--- src/rtl/stxlrc_pkg.sv ---
// Shared types and constants for the STX/ETX/LRC frame receiver.
`timescale 1ns / 1ps

package stxlrc_pkg;

  // Framing characters and reply bytes
  localparam logic [7:0] CH_STX = 8'h02;
  localparam logic [7:0] CH_ETX = 8'h03;
  localparam logic [7:0] CH_ACK = 8'h06;
  localparam logic [7:0] CH_NAK = 8'h15;
  localparam logic [7:0] CH_BAR = 8'h7C;

  // Reset value of the idle timeout register
  localparam logic [15:0] TIMEOUT_RESET = 16'd350;

  // Depth of the queue between front and back
  localparam int unsigned QUEUE_DEPTH = 2;
  localparam int unsigned QUEUE_PTR_W = $clog2(QUEUE_DEPTH);
  localparam int unsigned QUEUE_CNT_W = $clog2(QUEUE_DEPTH + 1);

  // Input word function codes
  localparam logic FUNC_BYTE = 1'b0;
  localparam logic FUNC_TICK = 1'b1;

  typedef enum logic [1:0] {
    PH_IDLE = 2'd0,
    PH_DATA = 2'd1,
    PH_LRC  = 2'd2
  } phase_e;

  typedef enum logic [2:0] {
    KIND_CHAR    = 3'd0,
    KIND_FEND    = 3'd1,
    KIND_ACCEPT  = 3'd2,
    KIND_REJECT  = 3'd3,
    KIND_RESTART = 3'd4
  } out_kind_e;

  typedef enum logic [1:0] {
    CLS_OTHER = 2'd0,
    CLS_STX   = 2'd1,
    CLS_ETX   = 2'd2,
    CLS_BAR   = 2'd3
  } byte_class_e;

  // One classified word as it travels from front to back
  typedef struct packed {
    logic        is_tick;
    byte_class_e cls;
    logic [7:0]  data;
  } item_t;

  // Queue status seen by the front
  typedef struct packed {
    logic full;
    logic empty;
  } queue_status_t;

endpackage

--- src/rtl/stxlrc_front.sv ---
// Front end: takes input words and classifies them for the queue.
`timescale 1ns / 1ps

module stxlrc_front (
  input  logic                   in_valid_i,
  output logic                   in_stall_o,
  input  logic                   func_i,
  input  logic [7:0]             rx_byte_i,
  input  stxlrc_pkg::queue_status_t q_status_i,
  output logic                   push_o,
  output stxlrc_pkg::item_t      push_item_o
);
  import stxlrc_pkg::*;

  // Stall while the queue has no free slot
  assign in_stall_o = q_status_i.full;
  assign push_o     = in_valid_i & ~q_status_i.full;

  // Decode the special characters once, here
  always_comb begin
    push_item_o.is_tick = (func_i == FUNC_TICK);
    push_item_o.data    = rx_byte_i;
    case (rx_byte_i)
      CH_STX:  push_item_o.cls = CLS_STX;
      CH_ETX:  push_item_o.cls = CLS_ETX;
      CH_BAR:  push_item_o.cls = CLS_BAR;
      default: push_item_o.cls = CLS_OTHER;
    endcase
  end

endmodule

--- src/rtl/stxlrc_queue.sv ---
// Short word queue between the front and the back.
`timescale 1ns / 1ps

module stxlrc_queue (
  input  logic                      clk_i,
  input  logic                      rst_ni,
  input  logic                      push_i,
  input  stxlrc_pkg::item_t         push_item_i,
  input  logic                      pop_i,
  output stxlrc_pkg::item_t         pop_item_o,
  output stxlrc_pkg::queue_status_t status_o
);
  import stxlrc_pkg::*;

  item_t                  mem_q [QUEUE_DEPTH];
  logic [QUEUE_PTR_W-1:0] wr_ptr_q, wr_ptr_d;
  logic [QUEUE_PTR_W-1:0] rd_ptr_q, rd_ptr_d;
  logic [QUEUE_CNT_W-1:0] count_q, count_d;

  assign status_o.full  = (count_q == QUEUE_CNT_W'(QUEUE_DEPTH));
  assign status_o.empty = (count_q == '0);
  assign pop_item_o     = mem_q[rd_ptr_q];

  // Pointer and fill count update
  always_comb begin
    wr_ptr_d = wr_ptr_q;
    rd_ptr_d = rd_ptr_q;
    count_d  = count_q;
    if (push_i) begin
      wr_ptr_d = (wr_ptr_q == QUEUE_PTR_W'(QUEUE_DEPTH - 1)) ? '0 : wr_ptr_q + 1'b1;
    end
    if (pop_i) begin
      rd_ptr_d = (rd_ptr_q == QUEUE_PTR_W'(QUEUE_DEPTH - 1)) ? '0 : rd_ptr_q + 1'b1;
    end
    case ({push_i, pop_i})
      2'b10:   count_d = count_q + 1'b1;
      2'b01:   count_d = count_q - 1'b1;
      default: count_d = count_q;
    endcase
  end

  always_ff @(posedge clk_i or negedge rst_ni) begin
    if (!rst_ni) begin
      wr_ptr_q <= '0;
      rd_ptr_q <= '0;
      count_q  <= '0;
    end else begin
      wr_ptr_q <= wr_ptr_d;
      rd_ptr_q <= rd_ptr_d;
      count_q  <= count_d;
    end
  end

  // Storage, no reset needed
  always_ff @(posedge clk_i) begin
    if (push_i) begin
      mem_q[wr_ptr_q] <= push_item_i;
    end
  end

endmodule

--- src/rtl/stxlrc_back.sv ---
// Back end: frame state machine, LRC check, timeout and output register.
`timescale 1ns / 1ps

module stxlrc_back #(
  parameter int unsigned MAX_FIELDS = 16
) (
  input  logic              clk_i,
  input  logic              rst_ni,
  input  logic              cfg_we_i,
  input  logic [15:0]       cfg_wdata_i,
  input  logic              q_empty_i,
  input  stxlrc_pkg::item_t q_item_i,
  output logic              pop_o,
  output logic              out_valid_o,
  input  logic              out_stall_i,
  output logic [2:0]        out_kind_o,
  output logic [7:0]        out_byte_o,
  output logic [3:0]        field_number_o
);
  import stxlrc_pkg::*;

  // Field index saturates at the lesser of MAX_FIELDS-1 and 15
  localparam int unsigned FieldLimitInt = (MAX_FIELDS - 1 > 15) ? 15 : MAX_FIELDS - 1;
  localparam logic [3:0]  FieldLimit    = 4'(FieldLimitInt);

  phase_e      phase_q, phase_d;
  logic [7:0]  acc_q, acc_d;
  logic [15:0] idle_cnt_q, idle_cnt_d;
  logic [3:0]  field_q, field_d;
  logic [15:0] timeout_q;

  logic        out_valid_q, out_valid_d;
  out_kind_e   out_kind_q, res_kind;
  logic [7:0]  out_byte_q, res_byte;
  logic [3:0]  out_field_q, res_field;
  logic        emit;

  logic        out_taken;
  logic [15:0] idle_inc;
  logic [7:0]  acc_x;

  assign out_taken = out_valid_q & ~out_stall_i;
  // Take a word when the output register is free or being emptied
  assign pop_o     = ~q_empty_i & (~out_valid_q | ~out_stall_i);

  assign idle_inc = (idle_cnt_q != 16'hFFFF) ? idle_cnt_q + 16'd1 : idle_cnt_q;
  assign acc_x    = acc_q ^ q_item_i.data;

  // Next state and result for the word at the head of the queue
  always_comb begin
    phase_d    = phase_q;
    acc_d      = acc_q;
    idle_cnt_d = idle_cnt_q;
    field_d    = field_q;
    emit       = 1'b0;
    res_kind   = KIND_CHAR;
    res_byte   = q_item_i.data;
    res_field  = field_q;
    if (pop_o) begin
      if (q_item_i.is_tick) begin
        // Idle timeout; a zero limit disables it
        if (timeout_q != '0) begin
          idle_cnt_d = idle_inc;
          if (idle_inc >= timeout_q) begin
            idle_cnt_d = '0;
            phase_d    = PH_IDLE;
            field_d    = '0;
            emit       = 1'b1;
            res_kind   = KIND_REJECT;
            res_byte   = CH_NAK;
          end
        end
      end else begin
        idle_cnt_d = '0;
        case (phase_q)
          PH_LRC: begin
            acc_d    = acc_x;
            phase_d  = PH_IDLE;
            field_d  = '0;
            emit     = 1'b1;
            res_kind = (acc_x == '0) ? KIND_ACCEPT : KIND_REJECT;
            res_byte = (acc_x == '0) ? CH_ACK : CH_NAK;
          end
          PH_DATA: begin
            if (q_item_i.cls == CLS_STX) begin
              // Restart drops the partial frame
              acc_d     = '0;
              field_d   = '0;
              emit      = 1'b1;
              res_kind  = KIND_RESTART;
              res_byte  = CH_STX;
              res_field = '0;
            end else begin
              acc_d = acc_x;
              emit  = 1'b1;
              case (q_item_i.cls)
                CLS_ETX: begin
                  phase_d  = PH_LRC;
                  res_kind = KIND_FEND;
                end
                CLS_BAR: begin
                  res_kind = KIND_FEND;
                  if (field_q < FieldLimit) begin
                    field_d = field_q + 4'd1;
                  end
                end
                default: res_kind = KIND_CHAR;
              endcase
            end
          end
          default: begin
            // Idle: only an STX opens a frame
            if (q_item_i.cls == CLS_STX) begin
              phase_d = PH_DATA;
              acc_d   = '0;
              field_d = '0;
            end else begin
              phase_d = PH_IDLE;
              acc_d   = acc_x;
            end
          end
        endcase
      end
    end
  end

  // Output register valid
  always_comb begin
    if (pop_o && emit) begin
      out_valid_d = 1'b1;
    end else if (out_taken) begin
      out_valid_d = 1'b0;
    end else begin
      out_valid_d = out_valid_q;
    end
  end

  // Frame state
  always_ff @(posedge clk_i or negedge rst_ni) begin
    if (!rst_ni) begin
      phase_q     <= PH_IDLE;
      acc_q       <= '0;
      idle_cnt_q  <= '0;
      field_q     <= '0;
      out_valid_q <= 1'b0;
    end else begin
      phase_q     <= phase_d;
      acc_q       <= acc_d;
      idle_cnt_q  <= idle_cnt_d;
      field_q     <= field_d;
      out_valid_q <= out_valid_d;
    end
  end

  // Timeout register
  always_ff @(posedge clk_i or negedge rst_ni) begin
    if (!rst_ni) begin
      timeout_q <= TIMEOUT_RESET;
    end else if (cfg_we_i) begin
      timeout_q <= cfg_wdata_i;
    end
  end

  // Output payload
  always_ff @(posedge clk_i) begin
    if (pop_o && emit) begin
      out_kind_q  <= res_kind;
      out_byte_q  <= res_byte;
      out_field_q <= res_field;
    end
  end

  assign out_valid_o    = out_valid_q;
  assign out_kind_o     = out_kind_q;
  assign out_byte_o     = out_byte_q;
  assign field_number_o = out_field_q;

  // A verdict always leaves the frame idle
  assert property (@(posedge clk_i) disable iff (!rst_ni)
    (pop_o && emit && (res_kind == KIND_ACCEPT || res_kind == KIND_REJECT))
      |=> (phase_q == PH_IDLE && field_q == '0))
    else $error("verdict did not return to idle");

  // Reply byte is ACK when the verdict is accept
  assert property (@(posedge clk_i) disable iff (!rst_ni)
    (out_valid_o && out_kind_o == KIND_ACCEPT) |-> (out_byte_o == CH_ACK))
    else $error("accept without ACK");

  // Field index never passes the saturation limit
  assert property (@(posedge clk_i) disable iff (!rst_ni)
    field_q <= FieldLimit)
    else $error("field index beyond limit");

  // A waiting result is never overwritten
  assert property (@(posedge clk_i) disable iff (!rst_ni)
    (out_valid_q && out_stall_i) |-> !pop_o)
    else $error("pop while result stalled");

endmodule

--- src/rtl/stx_etx_lrc_frame_receiver_unit.sv ---
// Top level of the STX/ETX/LRC frame receiver.
`timescale 1ns / 1ps

// Usage
//   Input channel: in_valid_i / in_stall_o with func_i (0 byte, 1 tick) and
//   rx_byte_i. Output channel: out_valid_o / out_stall_i with out_kind_o,
//   out_byte_o and field_number_o. A word moves when valid is high and stall
//   is low. cfg_we_i writes cfg_wdata_i into the idle timeout (ticks, zero
//   disables); write it only while the block is idle.
// Data path and throughput
//   The front classifies each input word and puts it in a two-entry queue.
//   The back takes one word per cycle from the queue while the output
//   register is free or being emptied, runs the frame state machine and
//   loads the output register, so a result is valid in the cycle after
//   its input word is taken. One word per cycle is sustained while the output
//   is not stalled; words that give no result are still taken at that rate.
// Reset and stall
//   Reset empties the queue and output register, puts the frame logic in
//   idle and sets the timeout to 350 ticks. While the receiver stalls, the
//   result is held, the back stops and the queue fills; then in_stall_o rises.

module stx_etx_lrc_frame_receiver_unit #(
  parameter int unsigned MAX_FIELDS = 16
) (
  input  logic        clk_i,
  input  logic        rst_ni,
  input  logic        cfg_we_i,
  input  logic [15:0] cfg_wdata_i,
  input  logic        in_valid_i,
  output logic        in_stall_o,
  input  logic        func_i,
  input  logic [7:0]  rx_byte_i,
  output logic        out_valid_o,
  input  logic        out_stall_i,
  output logic [2:0]  out_kind_o,
  output logic [7:0]  out_byte_o,
  output logic [3:0]  field_number_o
);
  import stxlrc_pkg::*;

  queue_status_t q_status;
  item_t         push_item;
  item_t         pop_item;
  logic          push;
  logic          pop;

  stxlrc_front u_front (
    .in_valid_i  (in_valid_i),
    .in_stall_o  (in_stall_o),
    .func_i      (func_i),
    .rx_byte_i   (rx_byte_i),
    .q_status_i  (q_status),
    .push_o      (push),
    .push_item_o (push_item)
  );

  stxlrc_queue u_queue (
    .clk_i       (clk_i),
    .rst_ni      (rst_ni),
    .push_i      (push),
    .push_item_i (push_item),
    .pop_i       (pop),
    .pop_item_o  (pop_item),
    .status_o    (q_status)
  );

  stxlrc_back #(
    .MAX_FIELDS (MAX_FIELDS)
  ) u_back (
    .clk_i          (clk_i),
    .rst_ni         (rst_ni),
    .cfg_we_i       (cfg_we_i),
    .cfg_wdata_i    (cfg_wdata_i),
    .q_empty_i      (q_status.empty),
    .q_item_i       (pop_item),
    .pop_o          (pop),
    .out_valid_o    (out_valid_o),
    .out_stall_i    (out_stall_i),
    .out_kind_o     (out_kind_o),
    .out_byte_o     (out_byte_o),
    .field_number_o (field_number_o)
  );

endmodule
--- config.mk ---
export PLATFORM = sky130hd
export DESIGN_NAME = stx_etx_lrc_frame_receiver_unit
export DESIGN_NICKNAME = d
export VERILOG_FILES = /design/src/rtl/stxlrc_pkg.sv /design/src/rtl/stxlrc_front.sv /design/src/rtl/stxlrc_queue.sv /design/src/rtl/stxlrc_back.sv /design/src/rtl/stx_etx_lrc_frame_receiver_unit.sv
export SDC_FILE = /design/constraint.sdc
export NUM_CORES = 1
export LEC_CHECK = 0
export BUFFER_PORTS_ARGS = -buffer_cell sky130_fd_sc_hd__buf_2
export CORE_MARGIN = 10
export CORE_UTILIZATION = 60
export CTS_BUF_LIST = sky130_fd_sc_hd__clkbuf_4
export CTS_CLUSTER_DIAMETER = 80
export CTS_CLUSTER_SIZE = 20
export DETAILED_ROUTE_END_ITERATION = 10
export PLACE_DENSITY = 0.81
export RECOVER_POWER = 100
export SYNTH_ARGS = -nofsm -noshare
export SYNTH_HDL_FRONTEND = slang
export SYNTH_HIERARCHICAL = 1
export SYNTH_SLANG_ARGS = --single-unit
--- constraint.sdc ---
create_clock -name clk_i -period 7.3 [get_ports clk_i]
set_input_delay 0 -clock clk_i [delete_from_list [all_inputs] [get_ports clk_i]]
set_output_delay 0 -clock clk_i [all_outputs]
set_load 0.01 [all_outputs]
# Yosys cells after proc, flatten, opt, wreduce, memory -nomap -nowiden
# Memory sizes are Yosys's and may differ from the RTL's.
# Cells that the tools add are included.
# totals
reg_bits	66
mem_bits_rw	22
inputBits	30
output_inout_bits	17
word_cells	112
n_memories	1
# op_classes
addsub	6
n_lt_le_gt_ge	2
n_eq_ne	18
n_mux	51
n_bitwise	10
n_reduce_logical	12
# memory_table
name	words	word_bits	read_ports	rd_clocked_by_memory_dff	write_ports	line_no	text
u_queue.mem_q	2	11	1	0	1	stxlrc_queue.sv:15	item_t mem_q [QUEUE_DEPTH];
# ops
op	count
$mux W16	4
$mux W8	7
$mux W4	10
$add A16 B1 Y16 const B	1
$eq A8 B2 Y1 const B	2
$ge A16 B16 Y1	1
$ne A16 B16 Y1 const B	1
$pmux W8 S2	1
$reduce_bool A16 Y1	1
$mux W1	14
$mux W2	6
$eq A2 B2 Y1 const B	5
$reduce_and A5 Y1	2
$mux W3	3
$eq A8 B7 Y1 const B	1
$logic_not A8 Y1	1
$pmux W2 S2	2
$pmux W4 S2	1
$xor A8 B8 Y8	1
$eq A2 B1 Y1 const B	3
$ne A3 B3 Y1 const B	2
$pmux W2 S3	1
$pmux W3 S2	1
$mux W5	1
other kinds (16)	27

# Logic depth before layout (Yosys ltp)
# Gate-level depths: netlist (run 1).
# depth
ltp_word	9
depth_mapped	15
mapped_depth_nobuf	13

# Cells and area by module
# The synthesis (run 1) kept the hierarchy.
# by_module_without_submodules
module	instances	cells_each	area_per_inst_um2	seq_area_each_um2
stxlrc_back	1	386	3585.9	1634.1
stxlrc_queue	1	50	978.4	760.7
stxlrc_front	1	19	146.4	0.0

# Worst setup path after synthesis (run 1)
# OpenSTA, ideal clock, no wires.
# synth_timing
path_kind	register to register
from	reg u_back.idle_cnt_q[3]
to	reg u_back.out_field_q[0] (netlist: u_back/field_number_o[0]) (enable)
setup_time_ns	0.408
arrival_ns	3.642
required_ns	6.892
slack_ns	3.250
stages_incl_launch_ff	13
n_path_buf	1
period_less_slack_ns	4.050
path_cell_list	dfrtp_1 > clkbuf_1 > nand4_1 > nor4_1 > and3_1 > a31oi_1 > ha_1 > nand4_1 > or3_1 > or3_4 > and3_1 > nand2b_1 > o21ai_0
# synth_via
elab_chain_cells	8
word_cells_on_any_way	9
cone_classes	add/sub (1); order compare (1); eq/ne (1); mux (5); reduce/logical (1)
# synth_lines
item	line_no	text
start: declaration	stxlrc_back.sv:28	logic [15:0] idle_cnt_q, idle_cnt_d;
start signal: assignment	stxlrc_back.sv:149	idle_cnt_q <= idle_cnt_d;
$add A16 B1 Y16 / $ne A16 B16 Y1 (equally long branches)	stxlrc_back.sv:46	assign idle_inc = (idle_cnt_q != 16'hFFFF) ? idle_cnt_q + 16'd1 : idle_cnt_q;
$mux W16 (*)	stxlrc_back.sv:46	
$ge A16 B16 Y1 (*)	stxlrc_back.sv:64	if (idle_inc >= timeout_q) begin
$mux W1 (*)	stxlrc_back.sv:64	
$mux W1 (*)	stxlrc_back.sv:62	if (timeout_q != '0) begin
$mux W1 (*)	stxlrc_back.sv:60	if (q_item_i.is_tick) begin
$mux W1 (*)	stxlrc_back.sv:59	if (pop_o) begin
$logic_and A1 B1 Y1 (*)	stxlrc_back.sv:166	if (pop_o && emit) begin
end signal: assignment	stxlrc_back.sv:169	out_field_q <= res_field;
end: declaration	stxlrc_back.sv:35	logic [3:0] out_field_q, res_field;
# Every way passes the cells marked *; elsewhere a longest branch is shown, timed or not.
# A chain may end at the register's enable or synchronous reset.

# Worst setup path after layout (run 1)
# layout_timing
from	reg u_back.idle_cnt_q[0]
to	reg u_back.out_field_q[1] (netlist: u_back/field_number_o[1]) (enable)
# The elaborated chain is that of the path after synthesis.

==> flow_summary.yaml, run 1 <==
outcome:
  status: "finished, violations left"
  violations: "capacitance limit, slew limit"
timing:
  maxSlewViolCount: 68
  worst_slack_ps: 2729
  fmax_mhz: 218.8
  post-route-period-util_pct: 62.61
  finalSetupViolCount: 0
  fin_worst_skew_ps: 20.32
  report.final.hold_viol_count: 0
  tns_ps: 0
  rsz0062_at_grt: "no"
  relSlewSlack_pct: -78.14
  period_needed_ps: 4571
  worst_pin_slew_ps: 2672
pwr:
  p_total_mw: 1.591
  power_density_nw_per_um2: 291.5
  p_leak_nw: 2.291
  vdd.ir_drop.worst_uv: 225.5
yosys:
  yosysWarningCount: 6
  synth_cell_types: 53
  synth_area_leaders: "dfrtp_1 (24%), edfxtp_1 (24%), ha_1 (5.6%)"
  yosys.area.top_type: "dfrtp_1"
  synth-async-reset-ratio_pct: 57.95
  syn_area_um2: 4711
  synth_ff_type: "dfrtp_1"
  syn-instance-count: 455
  synth_seq_cells: 88
  synth_nets: 506
  syn_avg_cell_area_um2: 10.35
  synth_top_area_share_pct: 23.90
  ys_seq_area_share_pct: 50.84
  synth_edf_count: 37
setup_path:
  worstSetupStartpointType: "flip-flop"
  crit_required_ps: 7270
  crit_family: "simple AND/OR/NAND/NOR gates"
  crit_chain: "ha_1 -> nand2_1 -> nor3_1 -> nand2_1 -> xnor2_1 -> ha_1 -> nand2b_1 -> a2111oi_0 -> or3_2 -> and3_1 -> nand2b_1 -> o21ai_0"
  path_class: "reg2reg"
  end_kind: "flip-flop"
  cp_slowest_stage_delay_ps: 630
  crit_buf_inv: 0
  cp_max_fo: 15
  cp.arrival_ps: 4540
  slowest_stage: "a2111oi_0"
grt:
  antenna_found_initial: 0
  grt-ovfl-total: 0
  grt_max_degree: 52
  grt_pass1_wl_um: 17660
  grt_pass1_vias: 3709
  gr-usage-all-layers_pct: 18.80
routing:
  drt_first_pass_iters: 5
  wl_per_cell_um: 16.84
  detail_route.iter0.violations: 293
  totalWireLength_um: 10790
  viasPerCell: 5.817
  drc: 0
  ant_nets: 0
  num_vias: 3729
clocking:
  h-tree-depth: 3
  clkTransAtPathRegs_ps: 150
  root_buffer: "clkbuf_4"
  clk-insertion-delay-late_ps: 450
  numCtsBuffers: 9
  post_cts_resized: 0
  clock-sinks: 88
  clock_path_buffers: 2
  cts_tree: "built"
die:
  die_area_um2: 11800
  start_util_pct: 61.28
  rows: 32
  core_um2: 7687
  dieWidth_um: 108.6
  die_h_um: 108.6
  top_level_ports: 47
finish:
  syn_to_final_growth_pct: 15.83
  final_nets: 585
  design_area_um2: 5456
  antennaDiodeCount: 0
  layout-drive-gt1-share_pct: 11.32
min_path:
  hold_class: "in2reg"
job:
  cap_violations: 2
place:
  io_buffers: 46
  gp_congestion: 0.8760
  placed_area_um2: 4954
  dp_hpwl_um: 7283
  pre_cts_ws_ps: 2977
## cell usage after synthesis, drive strengths merged (3+ instances only)
| cell type | instances |
|---|---|
| a21o | 9 |
| a21oi | 19 |
| a22o | 5 |
| and2 | 11 |
| and3 | 7 |
| and4 | 3 |
| buf | 14 |
| clkbuf | 7 |
| dfrtp | 45 |
| dfstp | 6 |
| edfxtp | 37 |
| ha | 21 |
| inv | 27 |
| mux2 | 14 |
| nand2 | 54 |
| nand2b | 6 |
| nand3 | 13 |
| nand4 | 8 |
| nor2 | 20 |
| nor2b | 4 |
| nor3 | 4 |
| nor3b | 4 |
| nor4 | 12 |
| o21a | 6 |
| o21ai | 45 |
| o22ai | 4 |
| or3 | 5 |
| xnor2 | 10 |
| xor2 | 13 |
## where the power goes
part,switching (mW),internal (mW)
Clock,0.169,0.110
Combinational,0.384,0.232
Sequential,0.0664,0.628
Total,0.620,0.971
## kinds of logic after synthesis
group	count (synthesis)	synth area share, %
adder cells (fa/ha/maj)	21	5.578
XOR/XNOR	23	4.276
multiplexers	14	3.347
flip-flops	88	50.84
buffers and inverters	48	4.914
AO/OA/AOI/OAI	106	14.10
AND/OR/NAND/NOR	155	16.95
## through the flow
stage	utilization, %	hold WS [ps]	std cells
3_5_place_dp	64.44	150.8	584
6_report	70.98	29.12	641
4_1_cts	71.65	0.9513	641
3_3_place_gp	64.44	152.9	584
5_1_grt	70.98	40.51	641
2_1_floorplan	-	-295.6	455
## sequential cells by signal (all words and copies together), names as in the netlist
name / cells
u_back/out_valid_o: 1
u_back/timeout_q: 16
u_queue/wr_ptr_q: 1
u_back/acc_q: 8
u_back/field_number_o: 4
u_queue/count_q: 2
u_queue/rd_ptr_q: 1
u_back/out_byte_o: 8
u_back/field_q: 4
u_back/out_kind_o: 3
u_back/phase_q: 2
u_queue/mem_q: 22
u_back/idle_cnt_q: 16
## per-layer routing
metal | global-route usage [%] | part of all wire [%]
met1 | 23.54 | 44
met2 | 31.51 | 49
met3 | 3.867 | 5.6
met4 | 6.780 | 1.5
met5 | 0 | 0
## layout make-up
class	count	area (um2)
clock buffer	10	75.07
clock inverter	6	68.82
fill	582	2231
inverter	27	101.3
multi-input combinational	319	2071
sequential	88	2395
tap	102	127.6
timing repair buffer	89	618.1
## cell usage in the layout (no fill, tap or decap), types with 19 or more instances in the layout
cell type / count
ha_1: 21
o21ai_0: 45
dlygate4sd3_1: 41
nor2_1: 20
clkbuf_1: 28
nand2_1: 54
a21oi_1: 19
buf_2: 19
inv_1: 27
dfrtp_1: 45
edfxtp_1: 37
## what timing repair did
| item | 4_1_cts | 5_1_grt |
|---|---|---|
| hold endpoints to repair | 86 | 0 |
| hold buffers | 41 | 0 |
| setup buffers | 0 | 0 |
## path summary, 6_finish.rpt
check | start | to | slack [ps] | cells after the start
worst max-delay path | u_back/idle_cnt_q[0]$_DFFE_PN0P_ | u_back/field_number_o[1]$_DFFE_PP_ | 2730 | 12
max in group asynchronous | rst_ni | u_back/field_q[2]$_DFFE_PN0P_ | 4770 | 3
min in group asynchronous | rst_ni | u_queue/count_q[1]$_DFFE_PN0P_ | 1000 | 3
worst min register to register | u_queue/wr_ptr_q$_DFFE_PN0P_ | u_queue/wr_ptr_q$_DFFE_PN0P_ | 520 | 1
worst max register to register | u_back/idle_cnt_q[0]$_DFFE_PN0P_ | u_back/field_number_o[1]$_DFFE_PP_ | 2730 | 12
worst min-delay path | cfg_we_i | u_back/timeout_q[6]$_DFFE_PN1P_ | 30 | 2
## worst register-to-register path, delay by kind of cell, from the launching register on
family / cells / cell delay [ps]
XOR/XNOR: 1 / 260
AO/OA/AOI/OAI: 2 / 1240
adder cells (fa/ha/maj): 2 / 480
flip-flops: 1 / 450
AND/OR/NAND/NOR: 7 / 1680
No activity file was read; power rests on OpenSTA's default activity.
==> run 2, diff against run 1 <==
Clock period 7.3 ns to 4.6 ns, I/O delays scaled along.
==> run 2 against run 1 <==
Compared with the run above: final cell count is 0.62% higher; combinational power increased by 62%; clock power up 43%; final area increased by 0.41%; power increased by 57%; critical path depth up 2; die area unchanged; the run ends with hold timing, capacitance limit, slew limit left; clock skew is 3.6 ps lower; via count up 2.2%.
==> flow_summary.yaml, run 2 (synthesis gave the netlist of run 1 again) <==
grt:
  gr-usage-all-layers_pct: 19.35
  antenna_found_initial: 0
  grt_pass1_vias: 3839
  grt_max_degree: 52
  grt_pass1_wl_um: 18240
  grt-ovfl-total: 0
die:
  die_h_um: 108.6
  rows: 32
  die_area_um2: 11800
  top_level_ports: 47
  core_um2: 7687
  dieWidth_um: 108.6
  start_util_pct: 61.28
timing:
  fin_worst_skew_ps: 16.75
  relSlewSlack_pct: -79.13
  report.final.hold_viol_count: 1
  period_needed_ps: 4199
  finalSetupViolCount: 0
  post-route-period-util_pct: 91.28
  holdWs_ps: -3.104
  worst_slack_ps: 401.1
  maxSlewViolCount: 52
  worst_pin_slew_ps: 2687
  tns_ps: 0
  fmax_mhz: 238.2
  rsz0062_at_grt: "no"
job:
  cap_violations: 1
min_path:
  min_from: "cfg_we_i"
  hold_end: "u_back/timeout_q[14]$_DFFE_PN0P_"
  hold_class: "in2reg"
  min_path_cells: 3
pwr:
  swShare_pct: 40.45
  vdd.ir_drop.worst_uv: 304.0
  power_density_nw_per_um2: 455.3
  p_sw_mw: 1.009
  p_int_mw: 1.486
  p_seq_share_pct: 44.1
  share_comb_of_total_power_pct: 39.9
  p_clk_share_pct: 16.0
  p_leak_nw: 2.300
finish:
  fillers: 561
  final_common_cell: "nand2_1"
  final_nets: 589
  layout-drive-gt1-share_pct: 11.60
  largest_reg_flops: 22
  final_cell_mix: "nand2_1 (54), dfrtp_1 (45), dlygate4sd3_1 (44), o21ai_0 (44), edfxtp_1 (37)"
  top_regs: "u_queue/mem_q: 22 flops, u_back/idle_cnt_q: 16 flops, u_back/timeout_q: 16 flops"
  antennaDiodeCount: 0
  top_register: "u_queue/mem_q"
  syn_to_final_growth_pct: 16.31
setup_path:
  worstSetupStartpointType: "flip-flop"
  reg2reg_from: "u_back/idle_cnt_q[0]$_DFFE_PN0P_"
  crit_required_ps: 4770
  r2r_end: "u_back/out_byte_o[4]$_DFFE_PP_"
  cp.arrival_ps: 4370
  rrSetupSlack_ps: 400
  path_class: "reg2reg"
  cp_max_fo: 8
  reg2reg_depth: 14
  end_kind: "flip-flop"
routing:
  num_vias: 3812
  ant_nets: 0
  totalWireLength_um: 10930
  drt_first_pass_iters: 5
  drc: 0
  viasPerCell: 5.910
  wl_per_cell_um: 16.95
  detail_route.iter0.violations: 283
clocking:
  cts_tree: "built"
  root_buffer: "clkbuf_4"
  cts_setup_buffers: 0
  clk-insertion-delay-late_ps: 460
  numCtsBuffers: 9
  clock_path_buffers: 2
  h-tree-depth: 3
  clock-sinks: 88
  clkTransAtPathRegs_ps: 150
place:
  gp_congestion: 0.8747
  dp_hpwl_um: 7288
  pre_cts_ws_ps: 323.3
  io_buffers: 46
outcome:
  violations: "hold timing, capacitance limit, slew limit"
  status: "finished, violations left"
==> run 2: how the worst max path moves through the flow <==
stage	endpoint	from	slack, ps
floorplan	u_back/field_number_o[0]$_DFFE_PP_	u_back/idle_cnt_q[3]$_DFFE_PN0P_	550
global placement	u_back/out_byte_o[3]$_DFFE_PP_	u_back/idle_cnt_q[3]$_DFFE_PN0P_	510
detailed placement	u_back/out_byte_o[3]$_DFFE_PP_	u_back/idle_cnt_q[0]$_DFFE_PN0P_	320
CTS	u_back/out_byte_o[4]$_DFFE_PP_	u_back/idle_cnt_q[0]$_DFFE_PN0P_	300
global route	u_back/out_byte_o[4]$_DFFE_PP_	u_back/idle_cnt_q[0]$_DFFE_PN0P_	60
finish	u_back/out_byte_o[4]$_DFFE_PP_	u_back/idle_cnt_q[0]$_DFFE_PN0P_	400
==> run 2: routing by layer <==
metal / routed length [um] / vias to the layer above / GRT usage [%] / share of wire [%]
met3: 695 / 39 / 4.581 / 6.4
met4: 295 / 0 / 8.569 / 2.7
li1: - / 1805 / - / -
met2: 5257 / 141 / 31.25 / 48
met5: 0 / - / 0 / 0
met1: 4684 / 1827 / 24.26 / 43
==> run 2: through the flow <==
stage	utilization, %	power (mW)	cells	cell area (um2)
floorplan	-	1.819	455	4711
global placement	64.53	2.019	585	4961
detailed placement	64.53	2.057	585	4961
global route	71.27	2.665	645	5479
finish	71.27	2.495	645	5479
CTS	71.86	2.480	645	5524
==> run 2: power groups by stage <==
stage,combinational [mW],sequential (mW),clock (mW)
2_1_floorplan,0.732,1.09,0
3_3_place_gp,0.915,1.10,0
3_5_place_dp,0.945,1.11,0
4_1_cts,0.985,1.10,0.399
5_1_grt,1.10,1.12,0.442
6_report,0.996,1.10,0.398
==> run 2: what timing repair did <==
action,in CTS,in global routing
endpoints found under the hold margin,85,0
setup endpoints to repair,0,8
gates resized for setup,0,1
hold buffers,44,0
==> run 2: critical path: stages, from the launching register on <==
cell,delay (ps)
dfrtp_1,460
ha_1,220
nand2_1,160
nor3_1,390
and3_1,280
nand3b_1,120
o21a_1,120
ha_1,290
nand4_1,120
or3_1,400
or3_4,400
and3_1,230
nand2b_1,230
o21ai_2,190
clkbuf_2,280
==> run 2: cell type report <==
class / instances / area (um2) / share of cell area, %
clock inverters: 7 / 55.05 / 1.005
clock buffers: 9 / 67.56 / 1.233
well taps: 102 / 127.6 / 2.329
inverters: 27 / 101.3 / 1.850
multi-input cells: 319 / 2078 / 37.93
repair buffers: 93 / 654.4 / 11.94
flip-flops and latches: 88 / 2395 / 43.71
